### src/sv/b64d_pkg.sv
`default_nettype none
package b64d_pkg;

    // Result status codes carried in the master-side tuser.
    localparam logic [1:0] ST_DATA    = 2'd0;
    localparam logic [1:0] ST_OK      = 2'd1;
    localparam logic [1:0] ST_BADCHAR = 2'd2;
    localparam logic [1:0] ST_BADLEN  = 2'd3;

    // Request kinds carried in the slave-side tuser.
    localparam logic REQ_CHAR = 1'b0;
    localparam logic REQ_END  = 1'b1;

    // Character codes.
    localparam logic [7:0] CH_UP_A  = 8'h41;
    localparam logic [7:0] CH_UP_Z  = 8'h5A;
    localparam logic [7:0] CH_LO_A  = 8'h61;
    localparam logic [7:0] CH_LO_Z  = 8'h7A;
    localparam logic [7:0] CH_DIG_0 = 8'h30;
    localparam logic [7:0] CH_DIG_9 = 8'h39;
    localparam logic [7:0] CH_PLUS  = 8'h2B;
    localparam logic [7:0] CH_SLASH = 8'h2F;
    localparam logic [7:0] CH_PAD   = 8'h3D;
    localparam logic [7:0] CH_LF    = 8'h0A;
    localparam logic [7:0] CH_CR    = 8'h0D;

    localparam logic [7:0] OFS_LOWER = 8'd26;
    localparam logic [7:0] OFS_DIGIT = 8'd52;
    localparam logic [5:0] VAL_PLUS  = 6'd62;
    localparam logic [5:0] VAL_SLASH = 6'd63;

    // Job queue between front and back; the depth must be a power of two.
    localparam int QDEPTH = 4;
    localparam int QAW    = $clog2(QDEPTH);

    // One queued job: up to three data bytes, optionally followed by an end status.
    typedef struct packed {
        logic [7:0] b0;
        logic [7:0] b1;
        logic [7:0] b2;
        logic [1:0] n_data;
        logic       has_end;
        logic [1:0] end_status;
    } t_job;

    typedef struct packed {
        logic full;
        logic empty;
    } t_q_stat;

    typedef struct packed {
        logic [1:0] cnt;
        logic       err;
    } t_front_stat;

    // Bit 6 set means the character is not in the alphabet.
    function automatic logic [6:0] map_char(input logic [7:0] c);
        logic [7:0] v;
        logic       bad;
        v   = 8'd0;
        bad = 1'b0;
        if (c >= CH_UP_A && c <= CH_UP_Z) begin
            v = c - CH_UP_A;
        end else if (c >= CH_LO_A && c <= CH_LO_Z) begin
            v = c - CH_LO_A + OFS_LOWER;
        end else if (c >= CH_DIG_0 && c <= CH_DIG_9) begin
            v = c - CH_DIG_0 + OFS_DIGIT;
        end else if (c == CH_PLUS) begin
            v = {2'b00, VAL_PLUS};
        end else if (c == CH_SLASH) begin
            v = {2'b00, VAL_SLASH};
        end else begin
            bad = 1'b1;
        end
        return {bad, v[5:0]};
    endfunction

endpackage
`default_nettype wire

### src/sv/b64d_front.sv
`default_nettype none
module b64d_front
    import b64d_pkg::*;
(
    input  wire logic        i_clk,
    input  wire logic        i_rst_n,
    input  wire logic        i_s_tvalid,
    output logic             o_s_tready,
    input  wire logic [7:0]  i_s_tdata,   // char_code
    input  wire logic [0:0]  i_s_tuser,   // req_type
    input  wire t_q_stat     i_q_stat,
    output logic             o_push,
    output t_job             o_job,
    output t_front_stat      o_stat
);

    logic [5:0] r_s0, r_s1, r_s2;
    logic [1:0] r_cnt, n_cnt;
    logic       r_err, n_err;

    logic       accept;
    logic [6:0] mapped;
    logic       skip;

    assign o_s_tready = !i_q_stat.full;
    assign accept     = i_s_tvalid && o_s_tready;
    assign mapped     = map_char(i_s_tdata);
    assign skip       = (i_s_tdata == CH_PAD) || (i_s_tdata == CH_LF) || (i_s_tdata == CH_CR);
    assign o_stat     = '{cnt: r_cnt, err: r_err};

    always_comb begin
        n_cnt            = r_cnt;
        n_err            = r_err;
        o_push           = 1'b0;
        o_job.b0         = {r_s0, r_s1[5:4]};
        o_job.b1         = {r_s1[3:0], r_s2[5:2]};
        o_job.b2         = {r_s2[1:0], mapped[5:0]};
        o_job.n_data     = 2'd0;
        o_job.has_end    = 1'b0;
        o_job.end_status = ST_OK;
        if (accept) begin
            if (i_s_tuser[0] == REQ_END) begin
                o_push        = 1'b1;
                o_job.has_end = 1'b1;
                if (r_err) begin
                    o_job.end_status = ST_BADCHAR;
                end else if (r_cnt == 2'd1) begin
                    o_job.end_status = ST_BADLEN;
                end else if (r_cnt == 2'd3) begin
                    o_job.n_data = 2'd2;
                end else if (r_cnt == 2'd2) begin
                    o_job.n_data = 2'd1;
                end
                n_cnt = 2'd0;
                n_err = 1'b0;
            end else if (!r_err && !skip) begin
                if (mapped[6]) begin
                    n_err = 1'b1;
                end else if (r_cnt == 2'd3) begin
                    o_push       = 1'b1;
                    o_job.n_data = 2'd3;
                    n_cnt        = 2'd0;
                end else begin
                    n_cnt = r_cnt + 2'd1;
                end
            end
        end
    end

    always_ff @(posedge i_clk) begin
        if (!i_rst_n) begin
            r_cnt <= 2'd0;
            r_err <= 1'b0;
        end else begin
            r_cnt <= n_cnt;
            r_err <= n_err;
        end
    end

    // Sextet store: written only while a character is taken into the group.
    always_ff @(posedge i_clk) begin
        if (accept && i_s_tuser[0] == REQ_CHAR && !r_err && !skip && !mapped[6]) begin
            case (r_cnt)
                2'd0:    r_s0 <= mapped[5:0];
                2'd1:    r_s1 <= mapped[5:0];
                2'd2:    r_s2 <= mapped[5:0];
                default: ;
            endcase
        end
    end

endmodule
`default_nettype wire

### src/sv/b64d_fifo.sv
`default_nettype none
module b64d_fifo
    import b64d_pkg::*;
(
    input  wire logic  i_clk,
    input  wire logic  i_rst_n,
    input  wire logic  i_push,
    input  wire t_job  i_job,
    input  wire logic  i_pop,
    output t_job       o_job,
    output t_q_stat    o_stat
);

    t_job             r_mem [QDEPTH];
    logic [QAW-1:0]   r_wr, r_rd;
    logic [QAW:0]     r_cnt;
    logic             do_push, do_pop;

    assign o_stat.full  = (r_cnt == (QAW+1)'(QDEPTH));
    assign o_stat.empty = (r_cnt == '0);
    assign do_push      = i_push && !o_stat.full;
    assign do_pop       = i_pop && !o_stat.empty;
    assign o_job        = r_mem[r_rd];

    always_ff @(posedge i_clk) begin
        if (do_push) begin
            r_mem[r_wr] <= i_job;
        end
    end

    always_ff @(posedge i_clk) begin
        if (!i_rst_n) begin
            r_wr  <= '0;
            r_rd  <= '0;
            r_cnt <= '0;
        end else begin
            if (do_push) begin
                r_wr <= r_wr + 1'b1;
            end
            if (do_pop) begin
                r_rd <= r_rd + 1'b1;
            end
            if (do_push && !do_pop) begin
                r_cnt <= r_cnt + 1'b1;
            end else if (do_pop && !do_push) begin
                r_cnt <= r_cnt - 1'b1;
            end
        end
    end

endmodule
`default_nettype wire

### src/sv/b64d_back.sv
`default_nettype none
module b64d_back
    import b64d_pkg::*;
(
    input  wire logic        i_clk,
    input  wire logic        i_rst_n,
    input  wire t_job        i_job,
    input  wire t_q_stat     i_q_stat,
    output logic             o_pop,
    output logic             o_m_tvalid,
    input  wire logic        i_m_tready,
    output logic [7:0]       o_m_tdata,   // data_byte
    output logic [1:0]       o_m_tuser,   // status
    output logic             o_m_tlast    // last
);

    logic       r_busy;
    t_job       r_job;
    logic [1:0] r_idx;

    logic       is_status;
    logic       is_final;
    logic       take;

    assign is_status = r_job.has_end && (r_idx == r_job.n_data);
    assign is_final  = is_status || (!r_job.has_end && r_idx == 2'd2);
    assign take      = r_busy && i_m_tready;
    assign o_pop     = (!r_busy || (take && is_final)) && !i_q_stat.empty;

    assign o_m_tvalid = r_busy;
    assign o_m_tuser  = is_status ? r_job.end_status : ST_DATA;
    assign o_m_tlast  = is_status;

    always_comb begin
        case (r_idx)
            2'd0:    o_m_tdata = r_job.b0;
            2'd1:    o_m_tdata = r_job.b1;
            2'd2:    o_m_tdata = r_job.b2;
            default: o_m_tdata = 8'd0;
        endcase
        if (is_status) begin
            o_m_tdata = 8'd0;
        end
    end

    always_ff @(posedge i_clk) begin
        if (!i_rst_n) begin
            r_busy <= 1'b0;
            r_idx  <= 2'd0;
        end else if (o_pop) begin
            r_busy <= 1'b1;
            r_idx  <= 2'd0;
        end else if (take && is_final) begin
            r_busy <= 1'b0;
        end else if (take) begin
            r_idx <= r_idx + 2'd1;
        end
    end

    always_ff @(posedge i_clk) begin
        if (o_pop) begin
            r_job <= i_job;
        end
    end

endmodule
`default_nettype wire

### src/sv/base64_stream_decoder.sv
`default_nettype none
// Streaming base64 decoder for the standard alphabet. Each request on the slave side
// carries one character in tdata, or, with tuser set, an end-of-text marker. Pad '=',
// CR and LF are skipped; every fourth alphabet character yields three decoded bytes on
// the master side, and the end-of-text marker flushes one or two leftover bytes and then
// returns a status result with tlast set (1 ok, 2 invalid character seen, 3 bad tail
// length; data results carry status 0). After an invalid character all further text is
// ignored until end of text, and every end of text clears the decoder. One request is
// accepted per cycle as long as the four-entry job queue has room; the job of a request
// passes through the queue and the back's job register before its first result appears.
// Results leave at one per cycle while the master is ready; each four-character group
// gives three and an end up to three, so a steady stream runs at one character per cycle.
module base64_stream_decoder
    import b64d_pkg::*;
(
    input  wire logic        i_clk,
    input  wire logic        i_rst_n,
    input  wire logic        i_s_tvalid,
    output logic             o_s_tready,
    input  wire logic [7:0]  i_s_tdata,   // char_code
    input  wire logic [0:0]  i_s_tuser,   // req_type
    output logic             o_m_tvalid,
    input  wire logic        i_m_tready,
    output logic [7:0]       o_m_tdata,   // data_byte
    output logic [1:0]       o_m_tuser,   // status
    output logic             o_m_tlast    // last
);

    logic        w_push;
    logic        w_pop;
    t_job        w_job_in;
    t_job        w_job_out;
    t_q_stat     w_q_stat;
    t_front_stat w_front_stat;

    // The front classifies characters, keeps the partial group and queues a job for
    // every request that produces results.
    b64d_front u_front (
        .i_clk      (i_clk),
        .i_rst_n    (i_rst_n),
        .i_s_tvalid (i_s_tvalid),
        .o_s_tready (o_s_tready),
        .i_s_tdata  (i_s_tdata),
        .i_s_tuser  (i_s_tuser),
        .i_q_stat   (w_q_stat),
        .o_push     (w_push),
        .o_job      (w_job_in),
        .o_stat     (w_front_stat)
    );

    // The queue decouples the two sides so that either may stall on its own.
    b64d_fifo u_fifo (
        .i_clk   (i_clk),
        .i_rst_n (i_rst_n),
        .i_push  (w_push),
        .i_job   (w_job_in),
        .i_pop   (w_pop),
        .o_job   (w_job_out),
        .o_stat  (w_q_stat)
    );

    // The back serialises each job into individual result requests.
    b64d_back u_back (
        .i_clk      (i_clk),
        .i_rst_n    (i_rst_n),
        .i_job      (w_job_out),
        .i_q_stat   (w_q_stat),
        .o_pop      (w_pop),
        .o_m_tvalid (o_m_tvalid),
        .i_m_tready (i_m_tready),
        .o_m_tdata  (o_m_tdata),
        .o_m_tuser  (o_m_tuser),
        .o_m_tlast  (o_m_tlast)
    );

    // The front must never queue a job into a full queue.
    a_no_overflow: assert property (@(posedge i_clk) disable iff (!i_rst_n)
        !(w_push && w_q_stat.full))
        else $error("job pushed into a full queue");

    // An accepted end of text leaves the decoder cleared.
    a_end_clears: assert property (@(posedge i_clk) disable iff (!i_rst_n)
        (i_s_tvalid && o_s_tready && i_s_tuser[0] == REQ_END)
            |=> (w_front_stat.cnt == 2'd0 && !w_front_stat.err))
        else $error("end of text did not clear the decoder state");

    // Only the final status result of a run is marked last; data results are not.
    a_last_status: assert property (@(posedge i_clk) disable iff (!i_rst_n)
        o_m_tvalid |-> (o_m_tlast == (o_m_tuser != ST_DATA)))
        else $error("tlast does not match the result status");

    // Nothing is popped from an empty queue.
    a_no_underflow: assert property (@(posedge i_clk) disable iff (!i_rst_n)
        w_pop |-> !w_q_stat.empty)
        else $error("job popped from an empty queue");

endmodule
`default_nettype wire
### config.mk
export PLATFORM = sky130hd
export DESIGN_NAME = base64_stream_decoder
export DESIGN_NICKNAME = d
export VERILOG_FILES = /design/src/sv/b64d_pkg.sv /design/src/sv/b64d_front.sv /design/src/sv/b64d_fifo.sv /design/src/sv/b64d_back.sv /design/src/sv/base64_stream_decoder.sv
export SDC_FILE = /design/constraint.sdc
export NUM_CORES = 1
export LEC_CHECK = 0
export BUFFER_PORTS_ARGS = -buffer_cell sky130_fd_sc_hd__buf_2
export CORE_ASPECT_RATIO = 1.1
export CORE_MARGIN = 2
export CORE_UTILIZATION = 40
export DETAILED_ROUTE_END_ITERATION = 16
export GPL_ROUTABILITY_DRIVEN = 0
export SLEW_MARGIN = 20
export SYNTH_ARGS = -nofsm -noshare
export SYNTH_HDL_FRONTEND = slang
export SYNTH_HIERARCHICAL = 1
export SYNTH_SLANG_ARGS = --single-unit
### constraint.sdc
create_clock -name i_clk -period 4.5 [get_ports i_clk]
set_input_delay 0.9 -clock i_clk [delete_from_list [all_inputs] [get_ports i_clk]]
set_output_delay 0.9 -clock i_clk [all_outputs]
set_load 0.02 [all_outputs]
==> impl_metrics.csv, run 1 <==
group,metric,value,unit
finish,layout-drive-gt1-share,24.5,%
run_status,run_status,"complete, no violations",
worst_setup_path,max_stage_delay,400,ps
routing,finalWirelength,13700,um
die,initial_core_util,40.7,%
power,ir_worst_vdd,0.412,mV
worst_setup_path,critPathCapture,"u_fifo/r_cnt[2]$_SDFFE_PN0P_",
synthesis,netlist_instances,418,
synthesis,syn_area_per_cell,17.8,sq um
run,drv_cap,0,
synthesis,yosys_warnings,6,
grt,grt_use_met3,4.52,%
synthesis,syn_nets,456,
worst_setup_path,crit_chain,"buf_2, inv_1, ha_1, nand3b_1, o41a_1, a311oi_4, nor3_1, nor2_1, nor2b_1, ha_1, inv_1, fa_1, xor2_1, or3_1, a21boi_0",
sta,slew_headroom,38.2,%
routing,avgRoutedWirePerCell,19.1,um
cts,clockRootBuffer,"clkbuf_16",
die,io_pins,26,
cts,htreeDepth,4,
grt,grtUsageMet2,24.4,%
worst_setup_path,rrSetupSlack,1580,ps
sta,max_freq,265,MHz
routing,vias,3802,
worst_setup_path,cp_max_fo,9,
placement,hpwl,8200,um
cts,clk_latency,420,ps
worst_setup_path,critPathTopFamily,"simple AND/OR/NAND/NOR gates",
routing,ant_nets,0,
placement,io_buffers,25,
sta,tightest_slew,919,ps
sta,finalSetupViolations,0,
die,die_y,147,um
worst_setup_path,crit_arrival,4120,ps
worst_hold_path,min_path_type,"reg -> reg",
sta,finClkSkew,7.04,ps
cts,cts_hold_buf,0,
worst_setup_path,end_kind,"register",
routing,remaining_drc_errors,0,
sta,min_period,3770,ps
worst_setup_path,worst-path-buf-inv,3,
worst_setup_path,worstSetupStartpoint,"i_s_tdata[2]",
die,die_x,134,um
worst_setup_path,r2r_cells,12,
grt,grt_pass1_wl,21500,um
cts,clkTransAtPathRegs,60,ps
power,p_leak,2.83,nW
sta,timing.final.crit_share,83.8,%
grt,track_usage,14.9,%
routing,dr.pass1.iters,5,
sta,slew_violations,0,
sta,tns,0,ps
worst_setup_path,cp.depth,15,
grt,grt_most_used_layer,"met2",
cts,cts_buffer_depth,2,
routing,viasPerCell,5.30,
worst_setup_path,start_kind,"input pin",
sta,rsz0062_at_grt,"false",
cts,cts_setup_buffers,0,
finish,nNetsFinal,499,
finish,areaGrowthSynthToFinish,14.3,%
routing,drt_first_iter_violations,255,
grt,grt_pass1_vias,3948,
die,core,18300,sq um
grt,grtUsageMet1,19.3,%
grt,grt_start_max_net_pins,33,
grt,grt_antenna_before_repair,0,
worst_setup_path,r2r_start,"u_back/r_idx[0]$_SDFFE_PP0P_",
worst_setup_path,timing.rr.end,"u_fifo/r_cnt[2]$_SDFFE_PN0P_",
worst_setup_path,crit_type,"in -> reg",
sta,hold_viol_final,0,
cts,cts_made_buffers,17,
cts,cts_resized,0,
power,powerDensity,568,nW/um^2
cts,cts_tree,"done",
worst_setup_path,slowest_stage,"nor2b_1",
finish,utilization,46.4,%
grt,grt_overflow_total,0,
cts,cts.sinks,178,
finish,diodes,0,
synthesis,syn_area,7430,sq um
worst_setup_path,cp.required,4850,ps
die,dieArea,19700,sq um
die,num_rows,52,
## final cells by class
cell class	instances	area [sq um]
clock buffer	18	429
clock inverter	14	186
fill	1523	9790
inverter	16	60.1
multi-input combinational	210	2090
sequential	178	5200
tap	243	304
timing repair buffer	38	223
## flip-flops by register name, indices dropped and copies added, names as in the netlist, named ones only
register           flops
u_front/r_cnt          2
u_front/r_s2           6
u_back/r_job          29
u_front/r_s1           6
u_front/r_err          1
u_fifo/r_wr            2
u_fifo/r_rd            2
u_back/o_m_tvalid      1
u_back/r_idx           2
u_fifo/r_cnt           3
u_front/r_s0           6
u_fifo/r_mem         116
## cells in the final DEF, fill, tap and decap left out, types with 10 or more instances in the layout
cell       instances
edfxtp_1         163
mux4_2            28
buf_2             25
ha_1              24
nand2_1           19
clkbuf_16         17
inv_1             15
nor2_1            14
buf_4             13
dfxtp_1           13
and2_1            10
## per-stage QoR
step | hold WS, ps | total power, mW | cell area (sq um) | setup WS (ps) | instances
CTS | 498 | 4.88 | 8490 | 727 | 717
finish | 497 | 4.83 | 8490 | 729 | 717
floorplan | 459 | 3.06 | 7430 | 854 | 418
global placement | 467 | 3.34 | 7880 | 418 | 685
global route | 510 | 5.06 | 8490 | 430 | 717
detailed placement | 482 | 3.37 | 7880 | 279 | 685
## worst min path at each step
| stage | from | endpoint | slack [ps] | depth (start not counted) |
|---|---|---|---|---|
| after floorplan | u_front/r_s2[0]$_DFFE_PP_ | u_fifo/r_mem[0][11]$_DFFE_PP_ | 460 | 0 |
| after global placement | u_front/r_s0[1]$_DFFE_PP_ | u_fifo/r_mem[2][24]$_DFFE_PP_ | 470 | 0 |
| after detailed placement | u_front/r_s1[1]$_DFFE_PP_ | u_fifo/r_mem[1][18]$_DFFE_PP_ | 480 | 0 |
| after CTS | u_front/r_s1[1]$_DFFE_PP_ | u_fifo/r_mem[2][18]$_DFFE_PP_ | 500 | 0 |
| after global routing | u_front/r_s0[0]$_DFFE_PP_ | u_fifo/r_mem[3][23]$_DFFE_PP_ | 510 | 0 |
| final | u_front/r_s1[1]$_DFFE_PP_ | u_fifo/r_mem[2][18]$_DFFE_PP_ | 500 | 0 |
## per-layer routing
layer	part of all wire (%)	up-vias	wire length, um
li1	-	1748	-
met1	45	1956	6220
met4	1.1	0	151
met3	4.1	11	566
met5	0	-	0
met2	49	87	6740
## power by group
group | internal, mW | switching, mW
Sequential | 2.13 | 0.121
Clock | 0.926 | 0.589
Combinational | 0.426 | 0.638
No activity file was read; power rests on OpenSTA's default activity.
==> inputs of run 2 (changes only) <==
Clock period 4.5 ns to 3.3 ns, I/O delays scaled along.
==> impl_metrics.csv, run 2 (synthesis gave the netlist of run 1 again) <==
group,metric,value,unit
run_status,run_status,"complete, no violations",
routing,finalWirelength,13800,um
finish,largest_reg_flops,116,
routing,avgRoutedWirePerCell,18.6,um
routing,dr.pass1.iters,4,
cts,clk_latency,420,ps
sta,slew_headroom,27.7,%
sta,finalWorstSetupSlack,200,ps
finish,layout_commonest_cell,"edfxtp_1",
cts,cts_made_buffers,17,
cts,htreeDepth,4,
finish,multiInputGateArea,2110,sq um
worst_setup_path,start_kind,"input pin",
grt,grt_antenna_before_repair,0,
sta,finClkSkew,11.2,ps
die,die_x,134,um
cts,cts.sinks,178,
sta,timing.final.crit_share,93.9,%
grt,grt_pass1_wl,22100,um
die,dieArea,19700,sq um
worst_setup_path,r2r_cells,12,
finish,fillers,1544,
power,ir_worst_vdd,0.336,mV
routing,drt_first_iter_violations,300,
finish,diodes,0,
routing,remaining_drc_errors,0,
cts,cts_hold_buf,0,
sta,hold_viol_final,0,
worst_setup_path,end_kind,"register",
cts,cts_buffer_depth,2,
grt,grt_pass1_vias,4074,
die,num_rows,52,
finish,utilization,47.3,%
finish,regArea,5210,sq um
finish,top_register,"u_fifo/r_mem",
grt,grt_overflow_total,0,
routing,ant_nets,0,
worst_setup_path,crit_type,"in -> reg",
worst_setup_path,crit_arrival,3440,ps
power,p_leak,2.92,nW
run,drv_cap,0,
grt,grt_start_max_net_pins,33,
placement,pre_cts_ws,-228,ps
die,die_y,147,um
sta,rsz0062_at_grt,"false",
die,initial_core_util,40.7,%
finish,final_cell_mix,"edfxtp_1 (163), buf_4 (32), mux4_2 (28), buf_2 (25), ha_1 (23)",
routing,viasPerCell,5.20,
placement,io_buffers,25,
cts,cts_tree,"done",
cts,cts_setup_buffers,0,
sta,finalSetupViolations,0,
sta,slew_violations,0,
grt,track_usage,15.0,%
worst_hold_path,min_path_type,"reg -> reg",
finish,layout-drive-gt1-share,29.2,%
sta,hold_slack,500,ps
die,io_pins,26,
finish,top_regs,"u_fifo/r_mem: 116 flops, u_back/r_job: 29 flops",
routing,vias,3844,
finish,nNetsFinal,522,
worst_hold_path,holdPathStages,0,
worst_setup_path,cp_max_fo,7,
sta,min_period,3100,ps
sta,max_freq,323,MHz
die,core,18300,sq um
finish,areaGrowthSynthToFinish,16.4,%
sta,tightest_slew,1070,ps
power,powerDensity,736,nW/um^2
worst_setup_path,cp.required,3640,ps
sta,tns,0,ps
cts,clockRootBuffer,"clkbuf_16",
cts,clkTransAtPathRegs,60,ps
placement,hpwl,8580,um
-- run 2: changes by cell type in the layout (fill, tap and decap cells not counted), moves of 2 or more --
cell and change:
buf_12 +4, dfxtp_2 +2, dfxtp_4 +2, buf_4 +19, dfxtp_1 -4, bufinv_16 -3
clkinv_2 +3, inv_6 -2
-- run 2: critical path, stage by stage --
cell      delay (ps)
buf_2            130
inv_1             80
ha_1             300
nand3b_1         130
o41a_1           160
a311oi_4         340
nor3_1           110
nor2_1           130
nor2b_1          200
ha_2             220
inv_2             40
fa_2             340
xor2_1           170
or3_1            310
a21boi_1         120
-- run 2: layout make-up --
cell class | instances | area share [%]
Tap cell | 243 | 3.51
Timing Repair Buffer | 61 | 5.15
Clock buffer | 18 | 4.96
Clock inverter | 13 | 1.11
Inverter | 16 | 0.694
Sequential cell | 178 | 60.2
Multi-Input combinational cell | 210 | 24.4
-- run 2: path summary, 6_finish.rpt --
check                                   to  slack, ps                    startpoint
max           u_fifo/r_cnt[2]$_SDFFE_PN0P_        200                  i_s_tdata[2]
max reg2reg   u_fifo/r_cnt[2]$_SDFFE_PN0P_        570  u_back/r_idx[0]$_SDFFE_PP0P_
min reg2reg  u_fifo/r_mem[0][19]$_DFFE_PP_        500     u_front/r_s1[2]$_DFFE_PP_
min          u_fifo/r_mem[0][19]$_DFFE_PP_        500     u_front/r_s1[2]$_DFFE_PP_
-- run 2: power breakdown --
part           internal [mW]  switching, mW
Clock                   1.02          0.766
Combinational          0.632          0.878
Sequential              2.91          0.164
-- run 2: per-stage QoR --
| step | cell area [sq um] | power, mW | instances |
|---|---|---|---|
| global route | 8650 | 6.69 | 739 |
| detailed placement | 8130 | 4.67 | 708 |
| finish | 8650 | 6.36 | 739 |
| global placement | 8130 | 4.63 | 708 |
| CTS | 8650 | 6.45 | 739 |
| floorplan | 7460 | 4.21 | 418 |
-- run 2: metal layers --
metal  GRT usage, %  up-vias  routed length [um]
met5              0        -                   0
met4           4.73        0                 143
met2           25.2       83                7080
li1               -     1789                   -
met3           3.55       11                 537
met1           19.4     1961                6000
-- run 2: repair_timing --
item,in CTS,in global routing
endpoints found under the hold margin,0,0
gates resized for setup,0,1
endpoints found under the setup margin,0,2
